==> config.mk <==
export PLATFORM = sky130hd
export DESIGN_NAME = crc16_frame_parser_top
export DESIGN_NICKNAME = d
export VERILOG_FILES = /design/src/cfp_pkg.sv /design/src/cfp_step.sv /design/src/crc16_frame_parser_top.sv
export SDC_FILE = /design/constraint.sdc
export NUM_CORES = 1
export LEC_CHECK = 0
export BUFFER_PORTS_ARGS = -buffer_cell sky130_fd_sc_hd__buf_2
export CORE_ASPECT_RATIO = 1.75
export CORE_MARGIN = 3
export CORE_UTILIZATION = 45
export CTS_BUF_LIST = sky130_fd_sc_hd__clkbuf_8 sky130_fd_sc_hd__clkbuf_16
export CTS_CLUSTER_SIZE = 16
export DETAILED_ROUTE_END_ITERATION = 12
export GPL_TIMING_DRIVEN = 0
export PLACE_DENSITY_LB_ADDON = 0.15
export SYNTH_ARGS = -nofsm -noshare
export SYNTH_HDL_FRONTEND = slang
export SYNTH_SLANG_ARGS = --single-unit
==> constraint.sdc <==
create_clock -name clock -period 4 [get_ports clock]
set_input_delay 0.2 -clock clock [delete_from_list [all_inputs] [get_ports clock]]
set_output_delay 0.2 -clock clock [all_outputs]
set_load 0.03 [all_outputs]
==> src/cfp_pkg.sv <==
`timescale 1ns / 1ps
// ----------------------------------------------------------------------------
// cfp_pkg: shared types and constants for the CRC-16 frame parser
// Phase codes, status codes, state and result bundles, CRC byte update.
// ----------------------------------------------------------------------------
package cfp_pkg;

   localparam int unsigned MAX_LENGTH = 256;
   localparam int unsigned LEN_LIMIT  = (MAX_LENGTH > 256) ? 256 : MAX_LENGTH;

   localparam logic [7:0]  HDR_BYTE  = 8'hAA;
   localparam int unsigned LEN_SHIFT = 6;
   localparam logic [15:0] CRC_POLY  = 16'h1021;

   localparam logic [9:0]  LEN_LIMIT_W = LEN_LIMIT[9:0];

   // parse phases
   localparam logic [2:0] PH_HUNT = 3'd0;
   localparam logic [2:0] PH_FLO  = 3'd1;
   localparam logic [2:0] PH_FHI  = 3'd2;
   localparam logic [2:0] PH_ID   = 3'd3;
   localparam logic [2:0] PH_PAY  = 3'd4;
   localparam logic [2:0] PH_CLO  = 3'd5;
   localparam logic [2:0] PH_CHI  = 3'd6;

   // result status codes
   localparam logic [2:0] ST_NONE    = 3'd0;
   localparam logic [2:0] ST_PAYLOAD = 3'd1;
   localparam logic [2:0] ST_GOOD    = 3'd2;
   localparam logic [2:0] ST_CRC_ERR = 3'd3;
   localparam logic [2:0] ST_BAD_LEN = 3'd4;

   typedef struct packed {
      logic [2:0]  phase;
      logic [15:0] crc;
      logic [15:0] flags;
      logic [8:0]  flen;
      logic [7:0]  brecv;
      logic [7:0]  id;
      logic [7:0]  crc_lo;
   } state_type;

   typedef struct packed {
      logic [2:0]  status;
      logic [7:0]  data_byte;
      logic [7:0]  byte_index;
      logic [7:0]  msg_id;
      logic [7:0]  payload_count;
      logic [15:0] frame_flags;
   } result_type;

   // CRC-16/XMODEM, one byte, MSB first
   function automatic logic [15:0] crc_add(input logic [15:0] crc, input logic [7:0] b);
      logic [15:0] c;
      c = crc ^ {b, 8'h00};
      for (int i = 0; i < 8; i++) begin
         if (c[15]) begin
            c = {c[14:0], 1'b0} ^ CRC_POLY;
         end else begin
            c = {c[14:0], 1'b0};
         end
      end
      return c;
   endfunction

endpackage

==> src/cfp_step.sv <==
`timescale 1ns / 1ps
// ----------------------------------------------------------------------------
// cfp_step: per-byte parser step
// Next parser state and the result for one received byte.
// ----------------------------------------------------------------------------
module cfp_step (
   input  cfp_pkg::state_type  cur,
   input  logic [7:0]          rx_byte,
   output cfp_pkg::state_type  nxt,
   output cfp_pkg::result_type res
);
   import cfp_pkg::*;

   logic [15:0] crc_upd;
   logic [15:0] flags_hi;
   logic [9:0]  len_field;
   logic [8:0]  flen_m1;
   logic [8:0]  brecv_w;
   logic [8:0]  brecv_inc;
   logic [2:0]  status;
   logic [7:0]  data_b;
   logic [7:0]  idx_b;

   assign crc_upd   = crc_add(cur.crc, rx_byte);
   assign flags_hi  = {rx_byte, cur.flags[7:0]};
   assign len_field = flags_hi[15:LEN_SHIFT];
   assign flen_m1   = cur.flen - 9'd1;
   assign brecv_w   = {1'b0, cur.brecv};
   assign brecv_inc = brecv_w + 9'd1;

   always_comb begin
      nxt    = cur;
      status = ST_NONE;
      data_b = 8'd0;
      idx_b  = 8'd0;
      unique case (cur.phase)
         PH_FLO: begin
            nxt.flags = {cur.flags[15:8], rx_byte};
            nxt.crc   = crc_upd;
            nxt.phase = PH_FHI;
         end
         PH_FHI: begin
            nxt.flags = flags_hi;
            nxt.crc   = crc_upd;
            if ((len_field == 10'd0) || (len_field > LEN_LIMIT_W)) begin
               nxt.flen  = 9'd0;
               status    = ST_BAD_LEN;
               nxt.phase = PH_HUNT;
            end else begin
               nxt.flen  = len_field[8:0];
               nxt.phase = PH_ID;
            end
         end
         PH_ID: begin
            nxt.id    = rx_byte;
            nxt.crc   = crc_upd;
            nxt.brecv = 8'd0;
            nxt.phase = (cur.flen > 9'd1) ? PH_PAY : PH_CLO;
         end
         PH_PAY: begin
            if ((cur.flen != 9'd0) && (brecv_w < flen_m1)) begin
               status    = ST_PAYLOAD;
               data_b    = rx_byte;
               idx_b     = cur.brecv;
               nxt.brecv = brecv_inc[7:0];
               nxt.crc   = crc_upd;
               if (brecv_inc >= flen_m1) begin
                  nxt.phase = PH_CLO;
               end
            end else begin
               nxt.phase = PH_CLO;
            end
         end
         PH_CLO: begin
            nxt.crc_lo = rx_byte;
            nxt.phase  = PH_CHI;
         end
         PH_CHI: begin
            status    = (cur.crc == {rx_byte, cur.crc_lo}) ? ST_GOOD : ST_CRC_ERR;
            nxt.phase = PH_HUNT;
         end
         default: begin
            // hunt; the unused code behaves the same
            nxt.phase = PH_HUNT;
            if (rx_byte == HDR_BYTE) begin
               nxt.crc   = crc_add(16'h0000, rx_byte);
               nxt.phase = PH_FLO;
            end
         end
      endcase
   end

   always_comb begin
      res.status        = status;
      res.data_byte     = data_b;
      res.byte_index    = idx_b;
      res.msg_id        = nxt.id;
      res.payload_count = (nxt.flen != 9'd0) ? 8'(nxt.flen - 9'd1) : 8'd0;
      res.frame_flags   = nxt.flags;
   end

endmodule

==> src/crc16_frame_parser_top.sv <==
`timescale 1ns / 1ps
// Flow: a byte is captured in the input register and stepped by the parser
// into the result register when that register is free or being drained.
// Throughput: one byte per cycle while results are taken; the input register,
// the combinational parser step and the result register move together. A result that is
// not taken holds the input register, and the input stalls behind it.
// Reset (synchronous, active high): parser returns to header hunt, CRC and
// frame fields clear, both pipeline registers empty.
// ----------------------------------------------------------------------------
// crc16_frame_parser_top: serial frame parser with CRC-16/XMODEM check
// Input register, per-byte parser step, result register; one beat per byte.
// ----------------------------------------------------------------------------
module crc16_frame_parser_top (
   input  logic        clock,
   input  logic        reset,
   input  logic        req_valid,
   output logic        req_ready,
   input  logic [7:0]  req_rx_byte,
   output logic        rsp_valid,
   input  logic        rsp_ready,
   output logic [2:0]  rsp_status,
   output logic [7:0]  rsp_data_byte,
   output logic [7:0]  rsp_byte_index,
   output logic [7:0]  rsp_msg_id,
   output logic [7:0]  rsp_payload_count,
   output logic [15:0] rsp_frame_flags
);
   import cfp_pkg::*;

   // input register: one captured byte beat
   logic       in_valid_ff, in_valid_in;
   logic [7:0] in_byte_ff, in_byte_in;

   // parser state
   state_type  state_ff, state_in;

   // result register
   logic       out_valid_ff, out_valid_in;
   result_type out_ff, out_in;

   state_type  step_state;
   result_type step_res;
   logic       advance;

   cfp_step u_step (
      .cur     (state_ff),
      .rx_byte (in_byte_ff),
      .nxt     (step_state),
      .res     (step_res)
   );

   // advance the held byte when the result slot is free or being drained
   assign advance   = in_valid_ff && (!out_valid_ff || rsp_ready);
   assign req_ready = !in_valid_ff || advance;

   always_comb begin
      in_valid_in  = in_valid_ff;
      in_byte_in   = in_byte_ff;
      state_in     = state_ff;
      out_valid_in = out_valid_ff;
      out_in       = out_ff;
      // drain the result beat
      if (out_valid_ff && rsp_ready) begin
         out_valid_in = 1'b0;
      end
      // step the parser and load the result register
      if (advance) begin
         state_in     = step_state;
         out_in       = step_res;
         out_valid_in = 1'b1;
         in_valid_in  = 1'b0;
      end
      // capture a new byte beat
      if (req_valid && req_ready) begin
         in_valid_in = 1'b1;
         in_byte_in  = req_rx_byte;
      end
   end

   always_ff @(posedge clock) begin
      if (reset) begin
         in_valid_ff  <= 1'b0;
         out_valid_ff <= 1'b0;
         state_ff     <= '0;
      end else begin
         in_valid_ff  <= in_valid_in;
         out_valid_ff <= out_valid_in;
         state_ff     <= state_in;
      end
      in_byte_ff <= in_byte_in;
      out_ff     <= out_in;
   end

   assign rsp_valid         = out_valid_ff;
   assign rsp_status        = out_ff.status;
   assign rsp_data_byte     = out_ff.data_byte;
   assign rsp_byte_index    = out_ff.byte_index;
   assign rsp_msg_id        = out_ff.msg_id;
   assign rsp_payload_count = out_ff.payload_count;
   assign rsp_frame_flags   = out_ff.frame_flags;

`ifndef SYNTHESIS
   // the spare phase code is never entered
   a_phase_legal: assert property (@(posedge clock) disable iff (reset)
      (state_ff.phase <= PH_CHI))
      else $error("parser entered unused phase");

   // a stepped byte always lands in the result register
   a_advance_loads: assert property (@(posedge clock) disable iff (reset)
      advance |=> rsp_valid)
      else $error("stepped byte did not produce a result");

   // payload index stays below the frame payload count
   a_index_bound: assert property (@(posedge clock) disable iff (reset)
      (rsp_valid && (rsp_status == ST_PAYLOAD)) |-> (rsp_byte_index < rsp_payload_count))
      else $error("payload index out of range");

   // status codes stay within the defined set
   a_status_range: assert property (@(posedge clock) disable iff (reset)
      rsp_valid |-> (rsp_status <= ST_BAD_LEN))
      else $error("undefined status code");
`endif

endmodule

==> results.py, run 1 <==
metrics = {
    "run_status": {
        "outcome": "finished, final reports clean",
    },
    "cells_and_area": {
        "diodes": 0,
        "nNetsFinal": 761,
        "area_delta_synth_final_pct": 19.8,
        "drive_gt1_share_pct": 17.4,
    },
    "floorplan": {
        "dieArea_mm2": 0.0154,
        "num_io_pins": 65,
        "core_mm2": 0.0135,
        "initial_core_util_pct": 46.2,
        "rows": 56,
        "die_w_um": 95.1,
        "die_height_um": 162,
    },
    "hold_path": {
        "hp-class": "primary input to flop",
    },
    "clock_tree": {
        "cts_tree": "done",
        "cts-root-buf": "clkbuf_16",
        "postCtsSetupRepairBufs": 0,
        "cts-htree-levels": 4,
        "numClockSinks": 129,
        "cts_buffer_depth": 2,
        "cts_buffers": 17,
        "clk_latency_ps": 410,
        "path_clk_slew_ps": 60,
    },
    "sta": {
        "setup_viol": 0,
        "tightest_slew_ps": 1040,
        "skew_ps": 6.25,
        "tns_ps": 0,
        "slew_headroom_pct": 30.1,
        "period_needed_ps": 3700,
        "fin_hold_ws_ps": 20.1,
        "maxSlewViolCount": 0,
        "hold_viol": 0,
        "max_freq_ghz": 0.271,
        "rsz0062_at_grt": "false",
        "layout_worst_path_cycle_share_pct": 92.4,
    },
    "worst_setup_path": {
        "critPathArrivalTime_ps": 3850,
        "path_class": "flop to flop",
        "endpoint_kind": "flop",
        "critPathMaxFanout": 9,
        "startpoint_type": "flop",
        "required_ps": 4150,
    },
    "logic_synthesis": {
        "yosysWarningCount": 0,
        "synthCells": 639,
        "synthesis.area_mm2": 0.00625,
        "async_flop_share_pct": 0,
        "synth_edf_count": 59,
        "synthFlopType": "dfxtp_1",
        "syn-num-nets": 670,
        "synth-seq-cells": 129,
        "synth_cell_type_count": 53,
        "yosysSeqAreaShare_pct": 50.8,
        "postSynthAreaPerCell_um2": 9.78,
    },
    "detailed_routing": {
        "viasPerCell": 5.40,
        "dr.pass1.iters": 4,
        "routed_wl_mm": 15.8,
        "routedWlPerCell_um": 17.2,
        "first_iter_violations": 274,
        "drcViolationCount": 0,
        "ant_nets": 0,
        "vias": 4951,
    },
    "pwr": {
        "ir_drop_uv": 316,
        "cellLeakagePower_nw": 3.08,
        "powerDensity_mw_per_mm2": 461,
    },
    "placed_design": {
        "hpwl_mm": 11.2,
        "io_buffer_count": 64,
        "place.gp.congestion": 0.909,
    },
    "global_route": {
        "grt_max_degree": 61,
        "antenna_found_initial": 0,
        "grt_pass1_wl_mm": 25.3,
        "grt_overflow": 0,
        "grt.total_usage_pct": 21.6,
        "grt_pass1_vias": 5124,
    },
    "flow_run": {
        "drv_cap": 0,
    },
}
[cell usage in the layout, fill, tap and decap left out, drive strengths merged, types with 13 or more instances in the layout]
cell and count:
edfxtp 59, inv 13, xnor2 27, mux2 16, nor2 118, dfxtp 70
clkbuf 45, mux2i 26, nor3 22, xor2 21, a21oi 31, buf 71
nand2 67, and2 19, ha 19
[cells in the mapped netlist, types with 5 or more instances]
master | instances | area [um^2]
nor2_1 | 115 | 432
dfxtp_1 | 70 | 1400
nand2_1 | 67 | 251
edfxtp_1 | 59 | 1770
a21oi_1 | 31 | 155
clkbuf_1 | 28 | 105
xnor2_1 | 27 | 236
mux2i_1 | 26 | 260
nor3_1 | 22 | 110
xor2_1 | 21 | 184
and2_1 | 19 | 119
ha_1 | 19 | 238
mux2_2 | 16 | 180
o21ai_0 | 11 | 55.1
nor2b_1 | 10 | 62.6
and3_1 | 9 | 56.3
inv_1 | 8 | 30.0
nand3_1 | 6 | 30.0
nor4_1 | 6 | 37.5
a211oi_1 | 5 | 37.5
[routing by layer]
metal	track usage, %	routed length [um]	vias up
li1	-	-	2396
met1	23.2	5990	2349
met2	37.9	8350	157
met3	4.31	626	49
met4	13.5	844	0
met5	0	0	-
[critical path: stages (launching register included)]
cell and delay [ps]:
edfxtp_1 350, clkbuf_1 330, or3_1 500, nor3_2 280, xor2_1 310, nor2_1 170, nand2_1 160, nor2_1 50
a21oi_1 280, ha_1 200, o21ai_0 90, a31oi_1 230, nand2_1 100, nor2_2 250, o21bai_1 120
[repair_timing]
action | in CTS | in global routing
hold endpoints to repair | 8 | 0
setup endpoints to repair | 0 | 7
gates resized for setup | 0 | 2
hold buffers | 8 | 0
[through the flow]
step,utilization [%],instance area [um^2],worst slack (ps),cells,power [W]
2_1_floorplan,-,6250,788,639,0.00178
3_3_place_gp,50.2,6790,277,877,0.00188
3_5_place_dp,50.2,6790,247,877,0.00189
4_1_cts,55.3,7480,94.9,917,0.00347
5_1_grt,55.4,7490,1.82,917,0.00358
6_report,55.4,7490,303,917,0.00345
[where the power goes]
group | internal [W] | total (W) | leakage, nW | switching, W
Sequential | 0.00144 | 0.00147 | 1.13 | 0.0000263
Combinational | 0.000132 | 0.000396 | 1.64 | 0.000265
Clock | 0.000988 | 0.00159 | 0.304 | 0.000599
[path summary, 6_finish.rpt]
path / start / end / slack (ps) / cells after the start
max: in_byte_ff[0] / rsp_payload_count[5] / 300 / 14
min: req_valid / in_valid_ff / 20 / 3
max reg2reg: in_byte_ff[0] / rsp_payload_count[5] / 300 / 14
min reg2reg: state_ff[46] / state_ff[46] / 460 / 2
[kinds of logic after synthesis]
group                    count (synthesis)  synth area share (%)
buffers and inverters                   44                  3.14
flip-flops                             129                  50.8
adder cells (fa/ha/maj)                 21                  4.16
AO/OA/AOI/OAI                           79                  8.11
AND/OR/NAND/NOR                        276                  20.1
multiplexers                            42                  7.05
XOR/XNOR                                48                  6.73
[cell type report]
| cell class | count | area (um^2) |
|---|---|---|
| repair buffers | 72 | 400 |
| plain buffers | 35 | 166 |
| inverters | 9 | 33.8 |
| well taps | 174 | 218 |
| fillers | 1204 | 6030 |
| clock buffers | 17 | 425 |
| flip-flops and latches | 129 | 3170 |
| clock inverters | 15 | 183 |
| multi-input cells | 466 | 2890 |
[sequential cells by signal, indices dropped and copies added (netlist names)]
name               count
state_ff              68
rsp_status             3
rsp_payload_count      8
rsp_valid              1
rsp_byte_index         8
rsp_msg_id             8
rsp_data_byte          8
in_valid_ff            1
in_byte_ff             8
rsp_frame_flags       16
Power figures use the tool's default switching activity.
==> inputs of run 2 (changes only) <==
==> constraint.sdc (replaced) <==
create_clock -name clock -period 4.7 [get_ports clock]
set_input_delay 0.235 -clock clock [delete_from_list [all_inputs] [get_ports clock]]
set_output_delay 0.235 -clock clock [all_outputs]
set_load 0.03 [all_outputs]
==> run 2 against run 1 <==
  * Combinational power fell by 15%
  * First-iteration DRC count down 8.0%
  * Die area is the same
  * Largest cell class unchanged
  * Power fell by 15%
  * Cell area shrank 0.23%
  * Utilization is 0.13 points lower
  * Non-clock buffer count decreased by 1
  * Critical path depth unchanged
  * Via count rose by 0.16%
  * Clock-buffer cell count unchanged
  * Fmax fell by 6.2%
==> results.py, run 2 (synthesized netlist as in run 1, its figures left out) <==
metrics = {
    "run_status": {
        "outcome": "finished, final reports clean",
    },
    "global_route": {
        "grt_overflow": 0,
        "antenna_found_initial": 0,
        "grt_pass1_wl_mm": 25.3,
        "grt.total_usage_pct": 21.6,
        "grt_max_degree": 61,
        "grt_pass1_vias": 5118,
    },
    "floorplan": {
        "initial_core_util_pct": 46.2,
        "die_height_um": 162,
        "rows": 56,
        "dieArea_mm2": 0.0154,
        "die_w_um": 95.1,
        "core_mm2": 0.0135,
        "num_io_pins": 65,
    },
    "flow_run": {
        "drv_cap": 0,
    },
    "worst_setup_path": {
        "path_class": "flop to flop",
        "required_ps": 4850,
        "critPathMaxFanout": 9,
        "endpoint_kind": "flop",
        "startpoint_type": "flop",
        "critPathArrivalTime_ps": 4090,
    },
    "sta": {
        "setup_viol": 0,
        "tightest_slew_ps": 1130,
        "layout_worst_path_cycle_share_pct": 83.9,
        "maxSlewViolCount": 0,
        "hold_viol": 0,
        "skew_ps": 6.79,
        "tns_ps": 0,
        "max_freq_ghz": 0.254,
        "slew_headroom_pct": 24.1,
        "rsz0062_at_grt": "false",
        "period_needed_ps": 3940,
    },
    "detailed_routing": {
        "ant_nets": 0,
        "first_iter_violations": 252,
        "routed_wl_mm": 15.9,
        "viasPerCell": 5.41,
        "drcViolationCount": 0,
        "routedWlPerCell_um": 17.3,
        "vias": 4959,
        "dr.pass1.iters": 4,
    },
    "pwr": {
        "ir_drop_uv": 269,
        "fin_total_pwr_w": 0.00294,
        "powerDensity_mw_per_mm2": 393,
        "cellLeakagePower_nw": 3.08,
    },
    "cells_and_area": {
        "layoutNonFillerInstCount": 916,
        "largest_register_ffs": 68,
        "final_cell_mix": "nor2_1 (115), dfxtp_1 (70), nand2_1 (67)",
        "utilization_pct": 55.2,
        "final_common_cell": "nor2_1",
        "nNetsFinal": 760,
        "drive_gt1_share_pct": 17.1,
        "area_delta_synth_final_pct": 19.5,
        "diodes": 0,
        "largest-register": "state_ff",
    },
    "clock_tree": {
        "cts-root-buf": "clkbuf_16",
        "clk_latency_ps": 410,
        "path_clk_slew_ps": 60,
        "cts-htree-levels": 4,
        "cts_buffer_depth": 2,
        "postCtsSetupRepairBufs": 0,
        "cts_tree": "done",
        "cts-resized-gates": 0,
        "cts_buffers": 17,
        "numClockSinks": 129,
    },
    "hold_path": {
        "hp-class": "primary input to flop",
    },
    "placed_design": {
        "io_buffer_count": 64,
        "place.gp.congestion": 0.909,
        "hpwl_mm": 11.2,
        "dp_cells": 877,
    },
}
-- run 2: changes by cell type in the layout (fill, tap and decap cells not counted), sizes merged --
| cell | change |
|---|---|
| dlygate4sd3 | -1 |
-- run 2: where the power goes --
group	internal, W	switching, W	total (W)
clock network	0.000840	0.000513	0.00135
logic	0.000111	0.000225	0.000336
registers	0.00123	0.0000225	0.00125
total	0.00218	0.000760	0.00294
-- run 2: final timing paths --
kind | end | slack [ps] | start | cells past startpoint
worst max-delay path | rsp_payload_count[5] | 760 | in_byte_ff[0] | 14
worst min-delay path | in_byte_ff[1] | 30 | req_rx_byte[1] | 1
worst max register to register | rsp_payload_count[5] | 760 | in_byte_ff[0] | 14
worst min register to register | state_ff[46] | 460 | state_ff[46] | 2
-- run 2: layer usage --
metal | vias up | share of wire, % | global-route usage [%]
li1 | 2395 | - | -
met1 | 2362 | 38 | 23.1
met2 | 150 | 52 | 37.9
met3 | 52 | 3.8 | 4.31
met4 | 0 | 5.6 | 13.5
met5 | - | 0 | 0
-- run 2: cell type report --
type,count,area (um^2)
buffer,35,166
multi-input combinational,466,2880
sequential,129,3170
clock inverter,15,183
inverter,9,33.8
timing repair buffer,71,390
fill,1206,6050
clock buffer,17,425
tap,174,218
-- run 2: timing repair --
item,CTS,global route
hold endpoints to repair,7,0
hold buffers,7,0
setup endpoints to repair,0,0
-- run 2: through the flow --
step                setup slack (ps)  area, um^2  hold slack (ps)
detailed placement               947        6790              413
global route                     459        7470             9.82
CTS                              795        7470             13.9
floorplan                       1490        6250              334
finish                           759        7470             27.9
global placement                 977        6790              412
-- run 2: worst max-delay path, stage by stage (launching register included) --
cell	delay [ps]
edfxtp_1	350
clkbuf_1	330
or3_1	490
nor3_1	400
xor2_1	330
nor2_1	180
nand2_1	170
nor2_1	60
a21oi_1	280
ha_1	200
o21ai_0	80
a31oi_1	230
nand2_1	80
nor2_1	350
o21bai_1	130
==> inputs of run 3 (changes only) <==
==> constraint.sdc (replaced) <==
create_clock -name clock -period 3.9 [get_ports clock]
set_input_delay 0.195 -clock clock [delete_from_list [all_inputs] [get_ports clock]]
set_output_delay 0.195 -clock clock [all_outputs]
set_load 0.03 [all_outputs]
==> run 3 against run 2 <==
  * Sequential share of layout area shrank 0.17 points
  * Cell area up 0.40%
  * Global-route usage is the same
  * Sequential power increased by 21%
  * Utilization grew 0.22 points
  * Critical path type unchanged
  * Worst setup slack worse by 540 ps
  * Clock power rose by 21%
  * Wire length shrank 0.24%
==> results.py, run 3 (synthesized netlist as in run 1, its figures left out) <==
metrics = {
    "worst_setup_path": {
        "cp_top_family": "simple AND/OR/NAND/NOR gates",
        "endpoint_kind": "flop",
        "critPathMaxFanout": 8,
        "path_cells": "or4_1, nor3_2, xor2_1, nor2_1, nand2_1, nor2_1, a21oi_1, ha_1, o21ai_0, a31oi_1, nand2_1, nor2_2, o21bai_1",
        "slowest_delay_ps": 600,
        "cp.buffers_inverters": 0,
        "required_ps": 4050,
        "startpoint_type": "flop",
        "path_class": "flop to flop",
        "crit_slowest_cell": "or4_1",
        "critPathArrivalTime_ps": 3840,
    },
    "cells_and_area": {
        "diodes": 0,
        "largest-register": "state_ff",
        "largest_register_ffs": 68,
        "area_delta_synth_final_pct": 20.0,
        "layoutNonFillerInstCount": 917,
        "final_common_cell": "nor2_1",
        "final_cell_mix": "nor2_1 (114), dfxtp_1 (70), nand2_1 (67)",
        "drive_gt1_share_pct": 17.8,
        "final_cell_area_mm2": 0.00750,
        "nNetsFinal": 761,
    },
    "pwr": {
        "netSwitchingFraction_pct": 25.8,
        "clkPwrFrac_pct": 46.0,
        "netSwitchingPower_w": 0.000915,
        "comb_power_share_pct": 11.4,
        "cellLeakagePower_nw": 3.09,
        "ir_drop_uv": 324,
        "powerDensity_mw_per_mm2": 472,
        "p_int_w": 0.00263,
        "p_seq_share_pct": 42.6,
    },
    "detailed_routing": {
        "viasPerCell": 5.40,
        "routed_wl_mm": 15.8,
        "vias": 4952,
        "routedWlPerCell_um": 17.3,
        "drcViolationCount": 0,
        "ant_nets": 0,
        "first_iter_violations": 252,
        "dr.pass1.iters": 7,
    },
    "hold_path": {
        "hp-class": "primary input to flop",
    },
    "floorplan": {
        "core_mm2": 0.0135,
        "dieArea_mm2": 0.0154,
        "num_io_pins": 65,
        "rows": 56,
        "initial_core_util_pct": 46.2,
        "die_height_um": 162,
        "die_w_um": 95.1,
    },
    "sta": {
        "setup_ws_ps": 216,
        "rsz0062_at_grt": "false",
        "layout_worst_path_cycle_share_pct": 94.5,
        "max_freq_ghz": 0.271,
        "setup_viol": 0,
        "tns_ps": 0,
        "period_needed_ps": 3680,
        "tightest_slew_ps": 1040,
        "hold_viol": 0,
        "slew_headroom_pct": 30.3,
        "fin_hold_ws_ps": 14.8,
        "maxSlewViolCount": 0,
        "skew_ps": 5.73,
    },
    "global_route": {
        "grt_pass1_wl_mm": 25.3,
        "antenna_found_initial": 0,
        "grt.total_usage_pct": 21.6,
        "grt_max_degree": 61,
        "grt_pass1_vias": 5124,
        "grt_overflow": 0,
    },
    "clock_tree": {
        "cts-root-buf": "clkbuf_16",
        "cts_buffer_depth": 2,
        "cts_buffers": 17,
        "numClockSinks": 129,
        "cts-htree-levels": 4,
        "path_clk_slew_ps": 60,
        "clk_latency_ps": 410,
        "cts_tree": "done",
    },
    "placed_design": {
        "dp_slack_ps": 147,
        "dp_cells": 877,
        "place.gp.congestion": 0.909,
        "dpl-instance-area_mm2": 0.00679,
        "hpwl_mm": 11.2,
        "io_buffer_count": 64,
    },
    "run_status": {
        "outcome": "finished, final reports clean",
    },
    "flow_run": {
        "drv_cap": 0,
    },
}
==> run 3: layout make-up <==
cell class	instances	area, um^2
clock buffers	17	425
clock inverters	15	183
inverters	9	33.8
plain buffers	33	159
repair buffers	74	415
flip-flops and latches	129	3170
multi-input cells	466	2890
well taps	174	218
fillers	1202	6020
==> run 3: path summary, 6_finish.rpt <==
check	start	to	slack, ps	cells past startpoint
setup / recovery	in_byte_ff[5]	rsp_payload_count[5]	220	13
hold / removal	req_valid	in_valid_ff	10	3
setup reg to reg	in_byte_ff[5]	rsp_payload_count[5]	220	13
hold reg to reg	state_ff[46]	state_ff[46]	460	2
==> run 3: per-layer routing <==
layer	routed length, um	share of wire (%)	global-route usage [%]	up-vias
met3	533	3.4	4.31	49
li1	-	-	-	2398
met5	0	0	0	-
met1	6010	38	23.1	2360
met4	884	5.6	13.5	0
met2	8410	53	37.9	145
==> run 3: through the flow <==
stage	power, W	util (%)
floorplan	0.00182	-
detailed placement	0.00193	50.2
global route	0.00367	55.5
global placement	0.00193	50.2
CTS	0.00356	55.3
finish	0.00354	55.5
==> run 3: worst reg2reg max path: stages (launching register included) <==
cell,delay [ps]
edfxtp_1,580
or4_1,600
nor3_2,240
xor2_1,320
nor2_1,180
nand2_1,170
nor2_1,50
a21oi_1,280
ha_1,200
o21ai_0,90
a31oi_1,240
nand2_1,100
nor2_2,250
o21bai_1,120
==> run 3: power groups by stage <==
stage,Combinational (W),Sequential [W],Clock [W]
2_1_floorplan,0.000233,0.00159,0
3_3_place_gp,0.000393,0.00153,0
3_5_place_dp,0.000399,0.00153,0
4_1_cts,0.000408,0.00151,0.00165
5_1_grt,0.000443,0.00151,0.00171
6_report,0.000405,0.00151,0.00163
==> run 3: what timing repair did <==
action | CTS | global route
hold buffers | 8 | 0
setup endpoints to repair | 1 | 7
gates cloned | 0 | 0
resized for setup | 1 | 2
endpoints found under the hold margin | 8 | 0
buffers inserted | 0 | 2
